**src/design/mbr_pkg.sv**
```systemverilog
`timescale 1ns / 1ps
package mbr_pkg;

  localparam int STATE_WORDS  = 624;
  localparam int TWIST_OFFSET = 397;
  localparam int IDX_W        = 10;

  localparam logic [IDX_W-1:0] LAST_IDX   = IDX_W'(STATE_WORDS - 1);
  localparam logic [IDX_W-1:0] FAR_SPLIT  = IDX_W'(STATE_WORDS - TWIST_OFFSET);
  localparam logic [IDX_W-1:0] FAR_ADD    = IDX_W'(TWIST_OFFSET);
  localparam logic [IDX_W-1:0] FAR_SUB    = IDX_W'(STATE_WORDS - TWIST_OFFSET);

  localparam logic [31:0] SEED_MULT  = 32'h0001_0DCD;
  localparam logic [31:0] MATRIX_A   = 32'h9908_B0DF;
  localparam logic [31:0] TEMPER_B   = 32'h9D2C_5680;
  localparam logic [31:0] TEMPER_C   = 32'hEFC6_0000;
  localparam logic [31:0] RESET_SEED = 32'h0000_0001;

  typedef enum logic [2:0] {
    FS_FILL,
    FS_IDLE,
    FS_RA,
    FS_RB,
    FS_RC,
    FS_PUSH
  } front_state_t;

  typedef enum logic [1:0] {
    BS_IDLE,
    BS_DIV,
    BS_OUT
  } back_state_t;

  typedef struct packed {
    logic [31:0] word;
    logic [31:0] bound;
  } draw_t;

  function automatic logic [31:0] mix(input logic [31:0] hi, input logic [31:0] lo,
                                      input logic [31:0] far);
    logic [31:0] y;
    logic [31:0] r;
    y = {hi[31], lo[30:0]};
    r = far ^ (y >> 1);
    if (y[0]) begin
      r = r ^ MATRIX_A;
    end
    return r;
  endfunction

  function automatic logic [31:0] temper(input logic [31:0] w);
    logic [31:0] y;
    y = w ^ (w >> 11);
    y = y ^ ((y << 7) & TEMPER_B);
    y = y ^ ((y << 15) & TEMPER_C);
    y = y ^ (y >> 18);
    return y;
  endfunction

endpackage

```
**src/design/mbr_queue.sv**
```systemverilog
`timescale 1ns / 1ps
module mbr_queue
  import mbr_pkg::*;
(
  input  logic  clk,
  input  logic  rst,
  input  logic  push,
  input  draw_t push_item,
  output logic  full,
  input  logic  pop,
  output draw_t pop_item,
  output logic  nonempty
);

  draw_t       slots [2];
  logic        wptr;
  logic        rptr;
  logic [1:0]  count;

  assign full     = (count == 2'd2);
  assign nonempty = (count != 2'd0);
  assign pop_item = slots[rptr];

  always_ff @(posedge clk) begin
    if (rst) begin
      wptr  <= 1'b0;
      rptr  <= 1'b0;
      count <= '0;
    end else begin
      if (push) begin
        wptr <= ~wptr;
      end
      if (pop) begin
        rptr <= ~rptr;
      end
      count <= count + 2'(push) - 2'(pop);
    end
  end

  always_ff @(posedge clk) begin
    if (push) begin
      slots[wptr] <= push_item;
    end
  end

endmodule

```
**config.mk**
```make
export PLATFORM = sky130hd
export DESIGN_NAME = mbr_queue
export DESIGN_NICKNAME = d
export VERILOG_FILES = /design/src/design/mbr_pkg.sv /design/src/design/mbr_queue.sv
export SDC_FILE = /design/constraint.sdc
export NUM_CORES = 1
export LEC_CHECK = 0
export BUFFER_PORTS_ARGS = -buffer_cell sky130_fd_sc_hd__buf_2
export CAP_MARGIN = 40
export CORE_MARGIN = 10
export CORE_UTILIZATION = 45
export CTS_BUF_LIST = sky130_fd_sc_hd__clkbuf_2 sky130_fd_sc_hd__clkbuf_4 sky130_fd_sc_hd__clkbuf_8
export DETAILED_ROUTE_END_ITERATION = 8
export GPL_ROUTABILITY_DRIVEN = 0
export PLACE_DENSITY = 0.72
export SYNTH_ARGS = -nofsm -noshare
export SYNTH_HDL_FRONTEND = slang
export SYNTH_SLANG_ARGS = --single-unit
```
**constraint.sdc**
```tcl
create_clock -name clk -period 8.2 [get_ports clk]
set_clock_uncertainty 0.1 [all_clocks]
set_input_delay 0.41 -clock clk [delete_from_list [all_inputs] [get_ports clk]]
set_output_delay 0.41 -clock clk [all_outputs]
set_load 0.03 [all_outputs]
```
==> metrics.csv <==
metric;value;unit
period_minus_slack;2.81;ns
clock-sinks;133;
drc;0;
end_kind;output port;
htree_levels;4;
grt_use_total;11.7;%
antenna_cells;0;
clock.fmax;0.356;GHz
p_per_area;250;nW/µm²
yosysTopAreaCellShare;74.8;%
fp.dieW;127;µm
ys_seq_elements;133;
cts_buffers;17;
ctsResizeCount;0;
finalWirelength;9.46;mm
reg2regPathDepth;2;
drt_first_iter_violations;169;
ant_nets;0;
synth_xor_area_share;0.779;%
die_h;127;µm
max_cap_viol_count;0;
synth_top_flop_cell;edfxtp_1;
synth_largest_area_cell;edfxtp_1;
rows;38;
maxSlewHeadroom;56.1;%
r2r_start;wptr;
grt_max_degree;48;
final_nets;438;
synth_cell_types;14;
async_flop_share;0;%
cts_tree;built;
synth-simple-area-share;0.901;%
grt_pass1_wl;14.5;mm
crit_end;pop_item[49];
setup_violations;0;
ir_drop;0.000157;V
synth_fa_ha_area_share;0.487;%
rsz0062_at_grt;false;
critPathBufInv;2;
grt_pass1_vias;2790;
synth_common_cells;edfxtp_1, mux2_4, buf_12, dfxtp_1;
portBuffers;133;
hold_viol;0;
yosys_warnings;0;
placed_cell_area;5900;µm²
crit_required;7.69;ns
synth_compound_area_share;0;%
crit_type;reg -> out;
multi_input_area;1070;µm²
syn_inst;220;
slew_viol_final;0;
finalSetupTns;0;ns
synth_edf_count;128;
wl_per_cell;18.1;µm
slowest_stage;dfxtp_4;
yosys-top-cells-area;edfxtp_1, mux2_4, buf_12;
yosysMostFrequentCell;edfxtp_1;
r2r_setup_slack;6.23;ns
r2r-end;slots[0][12];
synthMuxAreaShare;18.4;%
worstMarginPinSlew;0.658;ns
hold_path.class;in -> reg;
cp-start-kind;register;
via_per_inst;4.73;
antenna_found_initial;1;
path_cells;buf_4, mux2_4, buf_2;
drive_above_1_share;61.4;%
seq_area;3950;µm²
outcome;finished, final reports clean;
postCtsSetupBuffers;0;
syn_area;5140;µm²
syn_area_per_cell;23.4;µm²
yosysSeqAreaShare;76.7;%
cts-root-buf;clkbuf_8;
fillCellCount;876;
clk_latency;0.40;ns
via_count;2462;
io_pins;134;
cts_hold_buf;0;
slowest_delay;0.69;ns
synth_top_family_by_area;multiplexers;
dr.pass1.iters;4;
p_leak;2.50;nW
final_cell_area;6280;µm²
arrival;2.30;ns
critical_path_depth;3;
path_max_fanout;35;
dieArea;16100;µm²
start_util;46.6;%
cp_top_family;buffers and inverters;
syn_nets;290;
dp_hpwl;6.66;mm
grt_overflow_total;0;
areaGrowthSynthToFinish;22.1;%
coreArea;11000;µm²
clk_path_buf_depth;2;
path_clk_slew;0.07;ns
timing.final.crit_share;34.3;%
[cell type report]
cell class | instances | area share [%]
multi-input combinational | 78 | 17.0
timing repair buffer | 136 | 11.2
sequential | 133 | 62.9
clock inverter | 14 | 2.19
tap | 140 | 2.79
clock buffer | 18 | 3.85
inverter | 2 | 0.120
[worst min path at each step]
stage	start	end	slack [ns]	depth (start not counted)
floorplan	rptr	register	0.38	2
detailed placement	rptr	rptr	0.41	2
CTS	push_item[9]	slots[1][9]	0.05	1
global placement	rptr	register	0.39	2
finish	push_item[47]	slots[1][47]	0.08	1
global route	push_item[9]	slots[0][9]	0.05	1
[routing by layer]
layer / share of wire (%) / vias to the layer above / global-route usage, %
met4: 2.6 / 0 / 6.50
met1: 40 / 1194 / 12.0
li1: - / 1163 / -
met5: 0 / - / 0
met3: 6.3 / 17 / 4.58
met2: 52 / 88 / 20.1
[layout by cell type (no fill, tap or decap), types with 2 or more instances in the layout]
cell type and count:
mux2_2 4, dfxtp_1 4, clkinv_2 3, clkinvlp_4 5, clkbuf_8 17, nor2_1 4, bufinv_16 2, buf_4 2
buf_2 133, ha_1 2, nor2b_1 2, inv_1 2, clkinv_1 2, edfxtp_1 128, mux2_4 60, xnor2_1 2
[sequential cells by signal, summed over array words and instances, names as in the netlist, named ones only]
signal and count:
wptr 1, rptr 1, count 2, slots 128
[metrics by stage]
stage | setup slack (ns) | util (%) | std cells | hold slack (ns) | total power [W]
CTS | 5.30 | 56.9 | 521 | 0.0489 | 0.00159
detailed placement | 5.78 | 53.5 | 489 | 0.409 | 0.00108
floorplan | 4.38 | - | 220 | 0.380 | 0.00101
finish | 5.39 | 56.9 | 521 | 0.0836 | 0.00157
global placement | 5.79 | 53.3 | 488 | 0.394 | 0.00107
global route | 5.23 | 56.9 | 521 | 0.0460 | 0.00163
[cell families (layout without fill, tap and decap cells)]
group,after synthesis,after routing
XOR/XNOR,3,3
adder cells (fa/ha/maj),2,2
buffers and inverters,9,170
flip-flops,133,133
multiplexers,64,64
AND/OR/NAND/NOR,9,9
[where the power goes]
part           internal [W]  switching [W]  total (W)  leakage, nW
sequential         0.000793      0.0000193   0.000812         1.24
clock              0.000270       0.000242   0.000512        0.179
combinational      0.000102       0.000143   0.000245         1.08
total               0.00116       0.000404    0.00157         2.50
No activity file was read; power rests on OpenSTA's default activity.
