[config.mk]
export PLATFORM = sky130hd
export DESIGN_NAME = mbr_back
export DESIGN_NICKNAME = d
export VERILOG_FILES = /design/src/design/mbr_pkg.sv /design/src/design/mbr_back.sv
export SDC_FILE = /design/constraint.sdc
export NUM_CORES = 1
export LEC_CHECK = 0
export BUFFER_PORTS_ARGS = -buffer_cell sky130_fd_sc_hd__buf_2
export CAP_MARGIN = 40
export CORE_MARGIN = 5
export CORE_UTILIZATION = 35
export CTS_CLUSTER_DIAMETER = 50
export DETAILED_ROUTE_END_ITERATION = 7
export PLACE_DENSITY = 0.54
export SLEW_MARGIN = 20
export SYNTH_ARGS = -nofsm -noshare
export SYNTH_HDL_FRONTEND = slang
export SYNTH_SLANG_ARGS = --single-unit
[constraint.sdc]
create_clock -name clk -period 6.6 [get_ports clk]
set_input_delay 1.32 -clock clk [delete_from_list [all_inputs] [get_ports clk]]
set_output_delay 1.32 -clock clk [all_outputs]
set_load 0.01 [all_outputs]
[src/design/mbr_pkg.sv]
`timescale 1ns / 1ps
package mbr_pkg;

  localparam int STATE_WORDS  = 624;
  localparam int TWIST_OFFSET = 397;
  localparam int IDX_W        = 10;

  localparam logic [IDX_W-1:0] LAST_IDX   = IDX_W'(STATE_WORDS - 1);
  localparam logic [IDX_W-1:0] FAR_SPLIT  = IDX_W'(STATE_WORDS - TWIST_OFFSET);
  localparam logic [IDX_W-1:0] FAR_ADD    = IDX_W'(TWIST_OFFSET);
  localparam logic [IDX_W-1:0] FAR_SUB    = IDX_W'(STATE_WORDS - TWIST_OFFSET);

  localparam logic [31:0] SEED_MULT  = 32'h0001_0DCD;
  localparam logic [31:0] MATRIX_A   = 32'h9908_B0DF;
  localparam logic [31:0] TEMPER_B   = 32'h9D2C_5680;
  localparam logic [31:0] TEMPER_C   = 32'hEFC6_0000;
  localparam logic [31:0] RESET_SEED = 32'h0000_0001;

  typedef enum logic [2:0] {
    FS_FILL,
    FS_IDLE,
    FS_RA,
    FS_RB,
    FS_RC,
    FS_PUSH
  } front_state_t;

  typedef enum logic [1:0] {
    BS_IDLE,
    BS_DIV,
    BS_OUT
  } back_state_t;

  typedef struct packed {
    logic [31:0] word;
    logic [31:0] bound;
  } draw_t;

  function automatic logic [31:0] mix(input logic [31:0] hi, input logic [31:0] lo,
                                      input logic [31:0] far);
    logic [31:0] y;
    logic [31:0] r;
    y = {hi[31], lo[30:0]};
    r = far ^ (y >> 1);
    if (y[0]) begin
      r = r ^ MATRIX_A;
    end
    return r;
  endfunction

  function automatic logic [31:0] temper(input logic [31:0] w);
    logic [31:0] y;
    y = w ^ (w >> 11);
    y = y ^ ((y << 7) & TEMPER_B);
    y = y ^ ((y << 15) & TEMPER_C);
    y = y ^ (y >> 18);
    return y;
  endfunction

endpackage

[src/design/mbr_back.sv]
`timescale 1ns / 1ps
module mbr_back
  import mbr_pkg::*;
(
  input  logic        clk,
  input  logic        rst,
  input  logic        nonempty,
  input  draw_t       pop_item,
  output logic        pop,
  output logic        out_valid,
  input  logic        out_ready,
  output logic [31:0] value
);

  back_state_t state, state_next;
  logic [31:0] dividend;
  logic [31:0] divisor;
  logic [31:0] rem;
  logic [4:0]  step;
  logic [32:0] trial;
  logic [32:0] diff;

  assign trial = {rem, dividend[31]};
  assign diff  = trial - {1'b0, divisor};

  always_ff @(posedge clk) begin
    if (rst) begin
      state <= BS_IDLE;
      step  <= '0;
    end else begin
      state <= state_next;
      if (state == BS_DIV) begin
        step <= step + 5'd1;
      end else begin
        step <= '0;
      end
    end
  end

  always_ff @(posedge clk) begin
    if (state == BS_IDLE && nonempty) begin
      dividend <= pop_item.word;
      divisor  <= pop_item.bound;
      rem      <= '0;
      value    <= pop_item.word;
    end else if (state == BS_DIV) begin
      dividend <= dividend << 1;
      if (!diff[32]) begin
        rem <= diff[31:0];
      end else begin
        rem <= trial[31:0];
      end
      if (step == 5'd31) begin
        value <= !diff[32] ? diff[31:0] : trial[31:0];
      end
    end
  end

  always_comb begin
    state_next = state;
    pop        = 1'b0;
    out_valid  = 1'b0;
    case (state)
      BS_IDLE: begin
        if (nonempty) begin
          pop        = 1'b1;
          state_next = (pop_item.bound == '0) ? BS_OUT : BS_DIV;
        end
      end
      BS_DIV: begin
        if (step == 5'd31) begin
          state_next = BS_OUT;
        end
      end
      BS_OUT: begin
        out_valid = 1'b1;
        if (out_ready) begin
          state_next = BS_IDLE;
        end
      end
      default: begin
        state_next = BS_IDLE;
      end
    endcase
  end

endmodule

==> results.tsv <==
metric	value	unit
max_slew headroom	53.46	%
vias in the first global route	5536	
routability cong.	0.8175	
FF-to-FF Start	dividend[31]	
outcome	finished clean	
Port Buffers	101	
fraction of layout cells with a size suffix above 1	17.49	%
post-route insts no fill	1139	
Root Driver	clkbuf_16	
worst min path class	register to register	
Area Overhead vs Synth	18.56	%
Die X	154.4	um
final worst-path cycle share	55.59	%
Post-DRT Antenna Nets	0	
DR vias	5704	
Hold Vio Cnt, Final	0	
Final Critical Period	3.669	ns
clock tree buffer depth	2	
CTS buffer count	17	
drt initial violations	461	
Via density	5.008	
Total Neg Setup Slack	0	ns
Seq/Total Area, Yosys	50.22	%
# clock sinks	135	
Max Fanout on Critical Path	33	
hpwl dp	14350	um
drt pass-1 iters	5	
syn_area_per_cell	9.510	um^2
Setup Buffers After CTS	0	
Post-Syn Instances	767	
total track usage	16.54	%
Wirelength per Cell	17.03	um
row cnt	52	
hold buffer count at cts	0	
reg2reg end	value[7]	
Post-synth ARST share	0	%
EDFF count, synth	96	
TritonCTS clock tree	yes	
I/O Pins	102	
Max Fclk	272.5	MHz
#FFs+latches synth	135	
Crit. Startpoint	dividend[31]	
Setup Skew	0.009373	ns
global-route wire length before repair	30950	um
Crit. End Element	register	
GRT Residual Overflow	0	
H-tree levels	4	
PwrDens	319.9	mW/mm^2
Mapped Nets	870	
Max-cap violations	0	
initial core utilization	35.82	%
Worst Path Arrival	3.84	ns
warnings from Yosys	0	
Placed Cells	1106	
cts repair resizes	0	
dominant synthesized flop cell	edfxtp_1	
Finish-stage setup viols	0	
Die Ht	154.4	um
RSZ-0062 raised after global routing	no	
CTS clock-pin slew for the worst setup and hold paths	0.06	ns
final net count	959	
Worst-Skew Late Latency	0.42	ns
Worst Setup EP	value[7]	
Worst Tran Pin Value	0.6982	ns
die area	0.02383	mm^2
Max Slew Vio Count	0	
core area	0.02036	mm^2
CP Data Required Time	6.77	ns
Setup crit start kind	register	
residual DRC count	0	
R2R Setup Slk	2.93	ns
worst ir drop on vdd	0.1369	mV
Detailed Route WL	19400	um
leakage	3.639	nW
Ant. Diodes	0	
CP Class	register to register	
Worst Reg-to-Reg Cells	13	
antenna violations before repair	0	
largest net degree at the start of global routing	76	
cell area after synthesis	0.007294	mm^2
Yosys cell types	62	
-- final cells by class --
| class | instances | area [um^2] |
|---|---|---|
| Multi-Input combinational cell | 546 | 3291 |
| Clock inverter | 11 | 125.1 |
| Fill cell | 1998 | 11720 |
| Sequential cell | 135 | 3664 |
| Inverter | 47 | 176.4 |
| Timing Repair Buffer | 109 | 593.1 |
| Tap cell | 270 | 337.8 |
| Clock buffer | 21 | 461.7 |
-- worst max-delay path: stages (launching register included) --
cell and delay (ns):
edfxtp_1 0.34, inv_1 0.06, ha_1 0.22, fa_1 0.40, nand2b_1 0.18, a21oi_1 0.36
o211ai_2 0.14, nand2_2 0.14, a41oi_2 0.23, xnor2_4 0.29, buf_4 0.47, mux2_2 0.41
nor2_1 0.09, nor2_1 0.04
-- metal layers --
metal  vias up  share of wire, %  global-route usage [%]
met5         -                 0                       0
met4         0               1.2                   4.668
met3        18               7.2                   3.828
met2       177                38                   21.61
met1      2620                53                   26.70
li1       2889                 -                       -
-- registers in the layout, summed over array words and instances, names as in the netlist --
name,count
dividend,32
divisor,32
rem,32
value,32
step,5
state,2
-- where the power goes --
group	leakage, nW	switching, mW	internal (mW)
combinational	2.10	0.433	0.279
clock	0.283	0.376	0.580
sequential	1.26	0.0646	1.03
total	3.64	0.873	1.89
-- worst min path at each step --
stage | start | slack (ns) | endpoint | cells after the start
floorplan | step[0] | 0.43 | step[0] | 1
global placement | step[0] | 0.45 | step[0] | 1
detailed placement | step[0] | 0.46 | step[0] | 1
CTS | step[0] | 0.47 | step[0] | 1
global route | step[0] | 0.48 | step[0] | 1
finish | step[0] | 0.46 | step[0] | 1
-- synthesized netlist by cell type (3+ instances only) --
library cell / n / area, um^2
nor2b_1: 7 / 43.79
edfxtp_1: 96 / 2883
and3_1: 3 / 18.77
buf_2: 6 / 30.03
o21bai_1: 3 / 22.52
o211ai_1: 4 / 30.03
o21ai_1: 10 / 50.05
a21oi_1: 93 / 465.5
a21o_1: 8 / 60.06
xnor2_1: 19 / 166.4
buf_6: 4 / 45.04
nor3_1: 6 / 30.03
nor4_1: 9 / 56.30
a31oi_1: 7 / 43.79
o21ai_0: 49 / 245.2
nand3_1: 8 / 40.04
nor2_1: 60 / 225.2
nand2b_1: 9 / 56.30
buf_1: 5 / 18.77
inv_1: 47 / 176.4
dfxtp_1: 39 / 780.8
nand4_1: 10 / 62.56
nand2_1: 127 / 476.7
mux2i_1: 27 / 270.3
clkbuf_1: 23 / 86.33
ha_1: 34 / 425.4
xor2_1: 11 / 96.34
-- cells in the final DEF (no fill, tap or decap), types with 2 or more instances in the layout --
| cell type | n |
|---|---|
| xnor2_1 | 19 |
| a21o_1 | 8 |
| nand2b_1 | 9 |
| and3_1 | 3 |
| o21bai_1 | 3 |
| buf_4 | 6 |
| clkbuf_16 | 18 |
| bufinv_16 | 2 |
| clkinv_2 | 3 |
| edfxtp_1 | 96 |
| inv_1 | 46 |
| a21oi_2 | 2 |
| o22ai_1 | 2 |
| clkinv_4 | 3 |
| nor2b_1 | 6 |
| nor3b_1 | 2 |
| nor2_1 | 60 |
| nand4_1 | 10 |
| a21oi_1 | 93 |
| o31a_1 | 2 |
| nor3_1 | 6 |
| nand2_1 | 126 |
| clkbuf_1 | 3 |
| a211oi_1 | 2 |
| clkinvlp_4 | 2 |
| mux2i_1 | 27 |
| nand3_1 | 8 |
| a211o_1 | 2 |
| o21ai_1 | 10 |
| o21ai_0 | 49 |
| o21a_1 | 2 |
| o211ai_1 | 4 |
| xor2_1 | 11 |
| ha_1 | 34 |
| a31oi_1 | 7 |
| buf_2 | 101 |
| dfxtp_1 | 39 |
| a21boi_0 | 2 |
| nor4_1 | 9 |
-- metrics by stage --
step                power, mW  util, %  area (um^2)  hold WS, ns  setup WS (ns)
finish                  2.766    42.47         8648       0.4628          2.931
global route            2.916    42.47         8648       0.4804          2.669
CTS                     2.780    42.33         8621       0.4674          2.900
detailed placement      1.816    39.45         8034       0.4587          2.927
global placement        1.823    39.38         8019       0.4545          2.952
floorplan               1.609        -         7295       0.4274          2.576
-- kinds of logic after synthesis --
kind of cell    share of synthesized area, %
simple gates                           15.01
compound gates                         15.66
flops                                  50.22
buf+inv                                4.957
fa+ha+maj                              6.106
xor+xnor                               3.825
mux                                    4.219
Power figures use the tool's default switching activity.
